## src/calendar_date_stepper_macros.svh

```systemverilog
// Assertion macros for the calendar date stepper.
// Used by calendar_date_stepper.sv; expects aclk and aresetn in scope.
`ifndef CALENDAR_DATE_STEPPER_MACROS_SVH
`define CALENDAR_DATE_STEPPER_MACROS_SVH

`ifndef NO_ASSERTIONS

// Same-cycle implication, disabled during reset
`define CDS_ASSERT_NOW(lbl, ante, cons) \
    lbl: assert property (@(posedge aclk) disable iff (!aresetn) (ante) |-> (cons)) \
        else $error("calendar_date_stepper: same-cycle check failed");

// Next-cycle implication, disabled during reset
`define CDS_ASSERT_NEXT(lbl, ante, cons) \
    lbl: assert property (@(posedge aclk) disable iff (!aresetn) (ante) |=> (cons)) \
        else $error("calendar_date_stepper: next-cycle check failed");

`else

`define CDS_ASSERT_NOW(lbl, ante, cons)
`define CDS_ASSERT_NEXT(lbl, ante, cons)

`endif

`endif

```

## src/cds_pkg.sv

```systemverilog
// Package for the calendar date stepper: payload structs, operation codes,
// sequencer states, constants and the month length function. No dependencies.
`default_nettype none

package cds_pkg;

    // Field widths
    localparam int DAY_W    = 5;
    localparam int MONTH_W  = 4;
    localparam int YEAR_W   = 14;
    localparam int OFFSET_W = 16;
    localparam int WDAY_W   = 17;  // working day count: day plus signed offset

    localparam int MAX_YEAR_DEF = 9999;

    // Leap test: y / 100 as (y * 5243) >> 19, exact for every 14-bit year
    localparam int CENTURY     = 100;
    localparam int RECIP_W     = 13;
    localparam int LEAP_RECIP  = 5243;
    localparam int LEAP_SHIFT  = 19;
    localparam int PROD_W      = YEAR_W + RECIP_W;
    localparam int QUOT_W      = PROD_W - LEAP_SHIFT;

    localparam logic [MONTH_W-1:0] MONTH_JAN = 4'd1;
    localparam logic [MONTH_W-1:0] MONTH_FEB = 4'd2;
    localparam logic [MONTH_W-1:0] MONTH_APR = 4'd4;
    localparam logic [MONTH_W-1:0] MONTH_JUN = 4'd6;
    localparam logic [MONTH_W-1:0] MONTH_SEP = 4'd9;
    localparam logic [MONTH_W-1:0] MONTH_NOV = 4'd11;
    localparam logic [MONTH_W-1:0] MONTH_DEC = 4'd12;

    typedef enum logic [1:0] {
        OP_LOAD = 2'd0,
        OP_NEXT = 2'd1,
        OP_PREV = 2'd2,
        OP_ADD  = 2'd3
    } cds_op_t;

    typedef enum logic [2:0] {
        ST_IDLE,
        ST_LEAP_MUL,
        ST_LEAP_CHK,
        ST_WALK,
        ST_CLAMP,
        ST_FIN
    } cds_state_t;

    typedef struct packed {
        logic [1:0]                 operation;
        logic [DAY_W-1:0]           load_day;
        logic [MONTH_W-1:0]         load_month;
        logic [YEAR_W-1:0]          load_year;
        logic signed [OFFSET_W-1:0] day_offset;
    } cds_in_t;

    typedef struct packed {
        logic [DAY_W-1:0]   cur_day;
        logic [MONTH_W-1:0] cur_month;
        logic [YEAR_W-1:0]  cur_year;
        logic               is_leap;
        logic               range_error;
    } cds_out_t;

    // Days in a month; months that mean nothing read as 31
    function automatic logic [DAY_W-1:0] days_in(input logic [MONTH_W-1:0] month,
                                                 input logic leap);
        logic [DAY_W-1:0] len;
        unique case (month) inside
            MONTH_APR, MONTH_JUN, MONTH_SEP, MONTH_NOV: len = 5'd30;
            MONTH_FEB: len = leap ? 5'd29 : 5'd28;
            default:   len = 5'd31;
        endcase
        return len;
    endfunction

endpackage

`default_nettype wire

```

## src/calendar_date_stepper.sv

```systemverilog
// Gregorian date register with load, single-day steps and signed day offsets.
// Depends on cds_pkg and calendar_date_stepper_macros.svh.
//
//  channel | ports                      | direction | payload
//  --------+----------------------------+-----------+-----------------------------
//  input   | s_valid, s_ready, s_data   | in        | cds_in_t  (operation, load, offset)
//  result  | m_valid, m_ready, m_data   | out       | cds_out_t (date, leap, error)
//
// A load runs the leap unit and the day clamp; a bad year goes straight to the end.
// Steps and offsets walk one month per cycle in the shared add/compare unit,
// pausing in the leap unit for every year crossed.
// Reset sets the date to 1 January of year 1; no clearing pass.
// A new transaction is taken in idle even while a result waits; a finished
// operation holds in its final state until the result register is free.
`default_nettype none
`include "calendar_date_stepper_macros.svh"

module calendar_date_stepper
    import cds_pkg::*;
#(
    parameter int MAX_YEAR = MAX_YEAR_DEF
) (
    input  wire logic     aclk,
    input  wire logic     aresetn,
    input  wire logic     s_valid,
    output      logic     s_ready,
    input  wire cds_in_t  s_data,
    output      logic     m_valid,
    input  wire logic     m_ready,
    output      cds_out_t m_data
);

    localparam logic [YEAR_W-1:0] YEAR_MAX = YEAR_W'(MAX_YEAR);
    localparam logic [YEAR_W-1:0] YEAR_MIN = YEAR_W'(1);

    cds_state_t state_reg, state_next;

    // Committed date
    logic [DAY_W-1:0]   day_reg, day_next;
    logic [MONTH_W-1:0] month_reg, month_next;
    logic [YEAR_W-1:0]  year_reg, year_next;
    logic               leap_reg, leap_next;

    // Working copy used by the walk
    logic signed [WDAY_W-1:0] wday_reg, wday_next;
    logic [MONTH_W-1:0]       wmonth_reg, wmonth_next;
    logic [YEAR_W-1:0]        wyear_reg, wyear_next;
    logic                     wleap_reg, wleap_next;
    logic                     fwd_reg, fwd_next;
    logic                     load_reg, load_next;
    logic                     err_reg, err_next;
    logic [PROD_W-1:0]        prod_reg, prod_next;

    logic     m_valid_reg, m_valid_next;
    cds_out_t m_data_reg, m_data_next;

    // Shared add/compare unit
    logic [MONTH_W-1:0]       prev_month;
    logic [DAY_W-1:0]         len_fwd;
    logic [DAY_W-1:0]         len_sel;
    logic signed [WDAY_W-1:0] len_ext;
    logic signed [WDAY_W-1:0] walk_sum;
    logic                     need_step;

    // Leap unit second stage
    logic [QUOT_W-1:0] cent_q;
    logic [YEAR_W-1:0] cent_back;
    logic              leap_calc;

    // Input decode
    logic signed [WDAY_W-1:0] step_delta;
    logic [MONTH_W-1:0]       load_month_c;
    logic                     load_year_bad;
    logic [DAY_W-1:0]         clamp_day;
    logic                     fin_go;

    assign s_ready = (state_reg == ST_IDLE);
    assign m_valid = m_valid_reg;
    assign m_data  = m_data_reg;
    assign fin_go  = (state_reg == ST_FIN) && (!m_valid_reg || m_ready);

    // Month length and one month step of the working day count
    always_comb begin
        prev_month = (wmonth_reg == MONTH_JAN) ? MONTH_DEC : wmonth_reg - 4'd1;
        len_fwd    = days_in(wmonth_reg, wleap_reg);
        len_sel    = fwd_reg ? len_fwd : days_in(prev_month, wleap_reg);
        len_ext    = $signed({{(WDAY_W-DAY_W){1'b0}}, len_sel});
        walk_sum   = fwd_reg ? (wday_reg - len_ext) : (wday_reg + len_ext);
        need_step  = fwd_reg ? (wday_reg > len_ext) : (wday_reg < $signed(WDAY_W'(1)));
    end

    // Leap test from the registered reciprocal product
    always_comb begin
        cent_q    = prod_reg[PROD_W-1:LEAP_SHIFT];
        cent_back = YEAR_W'(cent_q) * YEAR_W'(CENTURY);
        if (cent_back == wyear_reg) begin
            leap_calc = (cent_q[1:0] == 2'd0);
        end else begin
            leap_calc = (wyear_reg[1:0] == 2'd0);
        end
    end

    // Input decode and load clamps
    always_comb begin
        case (cds_op_t'(s_data.operation))
            OP_NEXT: step_delta = WDAY_W'(1);
            OP_PREV: step_delta = -WDAY_W'(1);
            default: step_delta = WDAY_W'($signed(s_data.day_offset));
        endcase
        if (s_data.load_month == 4'd0) begin
            load_month_c = MONTH_JAN;
        end else if (s_data.load_month > MONTH_DEC) begin
            load_month_c = MONTH_DEC;
        end else begin
            load_month_c = s_data.load_month;
        end
        load_year_bad = (s_data.load_year < YEAR_MIN) || (s_data.load_year > YEAR_MAX);
        if (wday_reg[DAY_W-1:0] == 5'd0) begin
            clamp_day = 5'd1;
        end else if (wday_reg[DAY_W-1:0] > len_fwd) begin
            clamp_day = len_fwd;
        end else begin
            clamp_day = wday_reg[DAY_W-1:0];
        end
    end

    // Sequencer next state
    always_comb begin
        state_next = state_reg;
        unique case (state_reg)
            ST_IDLE: begin
                if (s_valid) begin
                    if (cds_op_t'(s_data.operation) == OP_LOAD) begin
                        state_next = load_year_bad ? ST_FIN : ST_LEAP_MUL;
                    end else begin
                        state_next = ST_WALK;
                    end
                end
            end
            ST_LEAP_MUL: state_next = ST_LEAP_CHK;
            ST_LEAP_CHK: state_next = load_reg ? ST_CLAMP : ST_WALK;
            ST_WALK: begin
                if (!need_step) begin
                    state_next = ST_FIN;
                end else if (fwd_reg && wmonth_reg == MONTH_DEC) begin
                    state_next = (wyear_reg == YEAR_MAX) ? ST_FIN : ST_LEAP_MUL;
                end else if (!fwd_reg && wmonth_reg == MONTH_JAN) begin
                    state_next = (wyear_reg == YEAR_MIN) ? ST_FIN : ST_LEAP_MUL;
                end
            end
            ST_CLAMP: state_next = ST_FIN;
            ST_FIN: begin
                if (fin_go) begin
                    state_next = ST_IDLE;
                end
            end
            default: state_next = ST_IDLE;
        endcase
    end

    // Datapath and output register updates
    always_comb begin
        day_next     = day_reg;
        month_next   = month_reg;
        year_next    = year_reg;
        leap_next    = leap_reg;
        wday_next    = wday_reg;
        wmonth_next  = wmonth_reg;
        wyear_next   = wyear_reg;
        wleap_next   = wleap_reg;
        fwd_next     = fwd_reg;
        load_next    = load_reg;
        err_next     = err_reg;
        prod_next    = prod_reg;
        m_valid_next = m_valid_reg && !m_ready;
        m_data_next  = m_data_reg;

        unique case (state_reg)
            ST_IDLE: begin
                if (s_valid) begin
                    err_next    = 1'b0;
                    wmonth_next = month_reg;
                    wyear_next  = year_reg;
                    wleap_next  = leap_reg;
                    wday_next   = $signed({{(WDAY_W-DAY_W){1'b0}}, day_reg}) + step_delta;
                    fwd_next    = !step_delta[WDAY_W-1];
                    load_next   = (cds_op_t'(s_data.operation) == OP_LOAD);
                    if (cds_op_t'(s_data.operation) == OP_LOAD) begin
                        err_next    = load_year_bad;
                        wday_next   = $signed({{(WDAY_W-DAY_W){1'b0}}, s_data.load_day});
                        wmonth_next = load_month_c;
                        wyear_next  = s_data.load_year;
                    end
                end
            end
            ST_LEAP_MUL: begin
                prod_next = PROD_W'(wyear_reg) * PROD_W'(LEAP_RECIP);
            end
            ST_LEAP_CHK: begin
                wleap_next = leap_calc;
            end
            ST_WALK: begin
                if (need_step) begin
                    wday_next = walk_sum;
                    if (fwd_reg) begin
                        if (wmonth_reg == MONTH_DEC) begin
                            if (wyear_reg == YEAR_MAX) begin
                                err_next = 1'b1;
                            end else begin
                                wmonth_next = MONTH_JAN;
                                wyear_next  = wyear_reg + 14'd1;
                            end
                        end else begin
                            wmonth_next = wmonth_reg + 4'd1;
                        end
                    end else begin
                        if (wmonth_reg == MONTH_JAN) begin
                            if (wyear_reg == YEAR_MIN) begin
                                err_next = 1'b1;
                            end else begin
                                wmonth_next = MONTH_DEC;
                                wyear_next  = wyear_reg - 14'd1;
                            end
                        end else begin
                            wmonth_next = prev_month;
                        end
                    end
                end
            end
            ST_CLAMP: begin
                wday_next = $signed({{(WDAY_W-DAY_W){1'b0}}, clamp_day});
            end
            ST_FIN: begin
                if (fin_go) begin
                    m_valid_next = 1'b1;
                    if (err_reg) begin
                        m_data_next = '{cur_day: day_reg, cur_month: month_reg,
                                        cur_year: year_reg, is_leap: leap_reg,
                                        range_error: 1'b1};
                    end else begin
                        day_next    = wday_reg[DAY_W-1:0];
                        month_next  = wmonth_reg;
                        year_next   = wyear_reg;
                        leap_next   = wleap_reg;
                        m_data_next = '{cur_day: wday_reg[DAY_W-1:0], cur_month: wmonth_reg,
                                        cur_year: wyear_reg, is_leap: wleap_reg,
                                        range_error: 1'b0};
                    end
                end
            end
            default: begin
                err_next = 1'b0;
            end
        endcase
    end

    // Control and committed date registers
    always_ff @(posedge aclk) begin
        if (!aresetn) begin
            state_reg   <= ST_IDLE;
            m_valid_reg <= 1'b0;
            day_reg     <= 5'd1;
            month_reg   <= MONTH_JAN;
            year_reg    <= YEAR_MIN;
            leap_reg    <= 1'b0;
        end else begin
            state_reg   <= state_next;
            m_valid_reg <= m_valid_next;
            day_reg     <= day_next;
            month_reg   <= month_next;
            year_reg    <= year_next;
            leap_reg    <= leap_next;
        end
    end

    // Working and payload registers
    always_ff @(posedge aclk) begin
        wday_reg   <= wday_next;
        wmonth_reg <= wmonth_next;
        wyear_reg  <= wyear_next;
        wleap_reg  <= wleap_next;
        fwd_reg    <= fwd_next;
        load_reg   <= load_next;
        err_reg    <= err_next;
        prod_reg   <= prod_next;
        m_data_reg <= m_data_next;
    end

    // Checks
    `CDS_ASSERT_NOW(a_date_in_range, 1'b1, (month_reg >= MONTH_JAN && month_reg <= MONTH_DEC && year_reg >= YEAR_MIN && year_reg <= YEAR_MAX))
    `CDS_ASSERT_NOW(a_day_fits_month, 1'b1, (day_reg >= 5'd1 && day_reg <= days_in(month_reg, leap_reg)))
    `CDS_ASSERT_NOW(a_walk_year_in_range, (state_reg == ST_WALK), (wyear_reg >= YEAR_MIN && wyear_reg <= YEAR_MAX))
    `CDS_ASSERT_NEXT(a_error_keeps_date, (fin_go && err_reg), ($stable(day_reg) && $stable(month_reg) && $stable(year_reg) && $stable(leap_reg)))
    `CDS_ASSERT_NEXT(a_one_at_a_time, (s_valid && s_ready), !s_ready)

endmodule

`default_nettype wire

```

## config.mk

```make
export PLATFORM = sky130hd
export DESIGN_NAME = calendar_date_stepper
export DESIGN_NICKNAME = d
export VERILOG_FILES = /design/src/cds_pkg.sv /design/src/calendar_date_stepper.sv
export VERILOG_INCLUDE_DIRS = /design/src /design/src/src
export SDC_FILE = /design/constraint.sdc
export NUM_CORES = 1
export LEC_CHECK = 0
export ABC_CLOCK_PERIOD_IN_PS = 7500
export BUFFER_PORTS_ARGS = -buffer_cell sky130_fd_sc_hd__buf_4
export CAP_MARGIN = 40
export CORE_MARGIN = 4
export CORE_UTILIZATION = 30
export CTS_CLUSTER_DIAMETER = 40
export DETAILED_ROUTE_END_ITERATION = 8
export PLACE_DENSITY_LB_ADDON = 0.2
export SYNTH_ARGS = -nofsm -noshare
export SYNTH_HDL_FRONTEND = slang
export SYNTH_SLANG_ARGS = --single-unit
```

## constraint.sdc

```tcl
create_clock -name aclk -period 7.5 [get_ports aclk]
set_clock_uncertainty 0.05 [all_clocks]
set_input_delay 1.125 -clock aclk [delete_from_list [all_inputs] [get_ports aclk]]
set_output_delay 1.125 -clock aclk [all_outputs]
set_load 0.05 [all_outputs]
```

* Word-level counts from Yosys, hierarchy flattened
Index checks and enable logic that the tools add are counted.
Widths: inputs -> output; s select.
** Word-level totals
- Flip-flop bits (word level) :: 119
- Logic and storage cells :: 164
** Cells by class
- Multiply operators :: 2
- $lt $le $gt $ge :: 6
- Bitwise gates (word level) :: 2
- Multiplexer cells :: 60
- Reduce and logical (&&, ||, !) cells :: 32
- Eq/ne operators :: 35
- $add $sub $neg :: 7
** Operators by type and width (number)
- $mux 14 :: 8
- $mux 17 :: 4
- $pmux 17 s3 :: 1
- $mux 4 :: 11
- $pmux 17 s2 :: 1
- $mux 3 :: 10
- $pmux 14 s2 :: 1
- $mul 14x13->27 const B :: 1
- $mux 25 :: 1
- $ne 3x3->1 const B :: 7
- $eq 4x4->1 const B :: 5
- $pmux 3 s6 :: 1
- $add 17x6->17 :: 1
- $add 6x17->17 :: 1
- $gt 17x6->1 :: 1
- $lt 17x2->1 const B :: 1
- $sub 17x6->17 :: 1
- $eq 4x3->1 const B :: 4
- $mux 5 :: 3
- $add 14x1->14 const B :: 1
- $eq 14x1->1 const B :: 1
- $eq 14x14->1 :: 1
- $eq 14x14->1 const B :: 1
- $gt 14x14->1 const B :: 1
- 37 further kinds :: 76

* Logic depth before layout (Yosys ltp)
- Depth after elaboration :: 10
- Depth in mapped cells :: 19

* Worst setup path after synthesis
No wires, ideal clock.
- Path type :: reg2reg
- Start point :: register wyear_reg[10]
- End point :: register prod_reg[26], data pin
- Data arrival time :: 4480 ps
- Path slack :: 2710 ps
- Cell stages (with the launch flop) :: 18
- Setup time :: 260 ps
- Data required time :: 7190 ps
- Period minus slack after synthesis :: 4790 ps
- Cells stage by stage :: edfxtp_1 > ha_1 > inv_1 > fa_1 > inv_1 > fa_1 > inv_1 > fa_1 > fa_1 > inv_1 > ha_1 > nand4_1 > o21ai_0 > a211oi_1 > o31ai_1 > a221o_1 > a21oi_1 > xnor2_1
** On the way
- Cells in the longest elaborated chain, start to end :: 1
** RTL lines
- start: declaration :: RTL line calendar_date_stepper.sv:47 : logic [YEAR_W-1:0] wyear_reg, wyear_next;
- start signal: assignment :: RTL line calendar_date_stepper.sv:280 : wyear_reg <= wyear_next;
- $mul 14x13->27 :: RTL line calendar_date_stepper.sv:197 : prod_next = PROD_W'(wyear_reg) * PROD_W'(LEAP_RECIP);
- end signal: assignment :: RTL line calendar_date_stepper.sv:285 : prod_reg <= prod_next;
- end: declaration :: RTL line calendar_date_stepper.sv:52 : logic [PROD_W-1:0] prod_reg, prod_next;
No other way between the ends.
A chain may end at the register's enable or synchronous reset.

* Worst setup path after layout
Same ends and word-level chain as after synthesis.

==> metrics.txt <==
status=finished, final reports clean; vias in the first global route=around 8400; XOR/XNOR Fraction of Synth Area=0.0553; max-slew violations=0; HP Class=flop to flop; total gr overflow=0; largest net degree at the start of global routing=52; Yosys reg bits=100; row count=69; highest-count cells in the layout ignoring fill and taps=169 x ha_1, 148 x inv_1, 127 x nand2_1, 79 x buf_4, 74 x o21ai_0; post-synth top area share=0.201; synth top area cells=edfxtp_1 20%, ha_1 20%, fa_1 13%; Final ANT Viol Nets=0; Setup TNS=0 ps; Seq/Total Area, Yosys=0.253; Die ar.=0.0390 mm^2; Setup crit end=prod_reg[26]; total number of vias=8338; setup bufs post-CTS=0; CP max FO=12; die width=between 150 and 200 um; initial antenna violation count=0; Slowest-stage cell, CP=edfxtp_1; clock input transition at the sequential cells of the worst setup and hold paths=70 ps; drt drc=0; asr flop ratio synth=0; critical path arrival=5420 ps; Synth cell types=63; post-synthesis mux area share=0.0267; Max Freq=0.186 GHz; final hold vios=0; min-delay src=year_reg[11]; post-layout min period=between 5000 and 6000 ps; IO buf count=a little over 70; fin crit share=0.716; GR Util All Layers=0.153; simple-gate portion of the synthesized area=0.126; most common cell after layout, fill and taps aside=ha_1; Adder-Cell Fraction of Synth Area=0.326; CP cell instances=ha_1, inv_1, fa_1, fa_1, inv_1, fa_1, fa_1, ha_1, a21oi_1, o21ai_0, a211oi_1, o31ai_1, a221o_1, a21oi_1, xnor2_1; Reg2Reg Setup Slack=approximately 2100 ps; hold bufs inserted after CTS=0; core area=around 0.035 mm^2; CTS tree=built; Mean Syn Cell Area=9.28 um^2; Post-synth EDFFs=72; Setup WS pre-CTS=between 2000 and 2500 ps; crit end category=flop; CTS buffer count=9; CTS sink cnt=100; WP data required=~7600 ps; # diodes=0; IO Pins=72; DR iter-0 viols=~390; Crit. Startpoint=wyear_reg[10]; synth warn=0; final worst setup slack=about 2100 ps; max cap viols=0; Slew headroom=0.455; Post-Syn Area=~0.011 mm^2; first-pass GRT wire length=roughly 47 mm; main combinational cell family by area after synthesis=adder cells; vias per inst=4.99; quantity of gates resized following cts=0; Worst Reg-to-Reg Cells=15; worst reg2reg endpoint=prod_reg[26]; Syn Nets=1445; worst slew pin tran=roughly 810 ps; setup violators final=0; drt first pass iters=5; Final Wtd Congestion=just under 0.9; drt wl/cell=approximately 18 um; FILL cells=3649; Initial Utilization=0.304; post-synth top area cell=edfxtp_1; Synth-to-Final Area Change=12.2%; wire length after detailed routing=roughly 30 mm; Clock Path Buffers=2; top_reg_cell synth=edfxtp_1; Largest register FFs=25; fraction of layout cells with a size suffix above 1=0.0966; RSZ-0062 raised after global routing=no; Syn Inst Count=roughly 1200; chip height=a little under 200 um; crit-path max cell delay=roughly 630 ps; kind of critical path=flop to flop; hpwl dp=around 24 mm; most used cell, CP=fa_1; Synth Area in Compound Gates=0.145; nets=1490; Worst-Skew Late Latency=about 360 ps; H-tree depth=3; Root Buffer=clkbuf_16; Worst R2R Start=wyear_reg[10]; crit path launch type=flop
critical path: cells and delay by family, from the launching register on:
kind	cells	cell delay, ps
AO/OA/AOI/OAI	6	1440
flip-flops	1	630
adder cells (fa/ha/maj)	6	2790
buffers and inverters	2	120
XOR/XNOR	1	80
synthesized netlist by cell type, types with 5 or more instances:
cell / number
a211oi_1: 9
a31oi_1: 6
nand3_1: 20
nor3b_1: 7
a21o_1: 16
and3_1: 6
a21oi_1: 62
o221ai_1: 6
edfxtp_1: 72
or3_1: 6
clkbuf_1: 36
o211ai_1: 6
nor2b_1: 11
xor2_1: 22
nand2_1: 127
o22ai_1: 9
o21ai_0: 74
xnor2_1: 46
fa_1: 69
nand4_1: 14
nor3_1: 15
ha_1: 170
mux2i_1: 22
inv_1: 148
nor2_1: 44
nand2b_1: 5
nor4_1: 8
dfxtp_1: 28
or2_2: 5
a21boi_0: 22
mux2_2: 6
o21bai_1: 7
metrics by stage:
step / std cells / utilization / instance area [um^2] / hold slack (ps)
global route: 1672 / 0.341 / 12100 / 457
finish: 1672 / 0.341 / 12100 / 433
CTS: 1672 / 0.341 / 12100 / 430
detailed placement: 1656 / 0.333 / 11800 / 419
floorplan: 1161 / - / 10800 / 374
global placement: 1655 / 0.332 / 11800 / 417
how the worst min path moves through the flow:
stage / end / slack, ps / depth (start not counted)
after floorplan: m_data[0] / 370 / 0
after global placement: day_reg[2] / 420 / 2
after detailed placement: day_reg[2] / 420 / 2
after CTS: day_reg[2] / 430 / 2
after global routing: day_reg[3] / 460 / 2
final: year_reg[11] / 430 / 2
metal layers:
layer / part of all wire / track usage / wire [um]
met4: 0.019 / 0.0390 / 577
met3: 0.031 / 0.0155 / 923
met2: 0.50 / 0.270 / 14900
met1: 0.45 / 0.200 / 13400
met5: 0 / 0 / 0
cell families after synthesis:
logic type,Yosys count
simple gates,283
compound gates,249
fa+ha+maj,239
buf+inv,194
flops,100
xor+xnor,68
mux,28
final cells by class:
| class | instances | area [um^2] | area share |
|---|---|---|---|
| multi-input combinational | 867 | 7330 | 0.606 |
| sequential | 100 | 2720 | 0.225 |
| timing repair buffer | 80 | 621 | 0.0513 |
| tap | 461 | 577 | 0.0477 |
| inverter | 148 | 556 | 0.0460 |
| clock buffer | 9 | 225 | 0.0186 |
| clock inverter | 7 | 56.3 | 0.00466 |
Power is left out: the tool's default activity adds up to more than one toggle a clock period on the data nets, which glitch-free logic cannot reach.
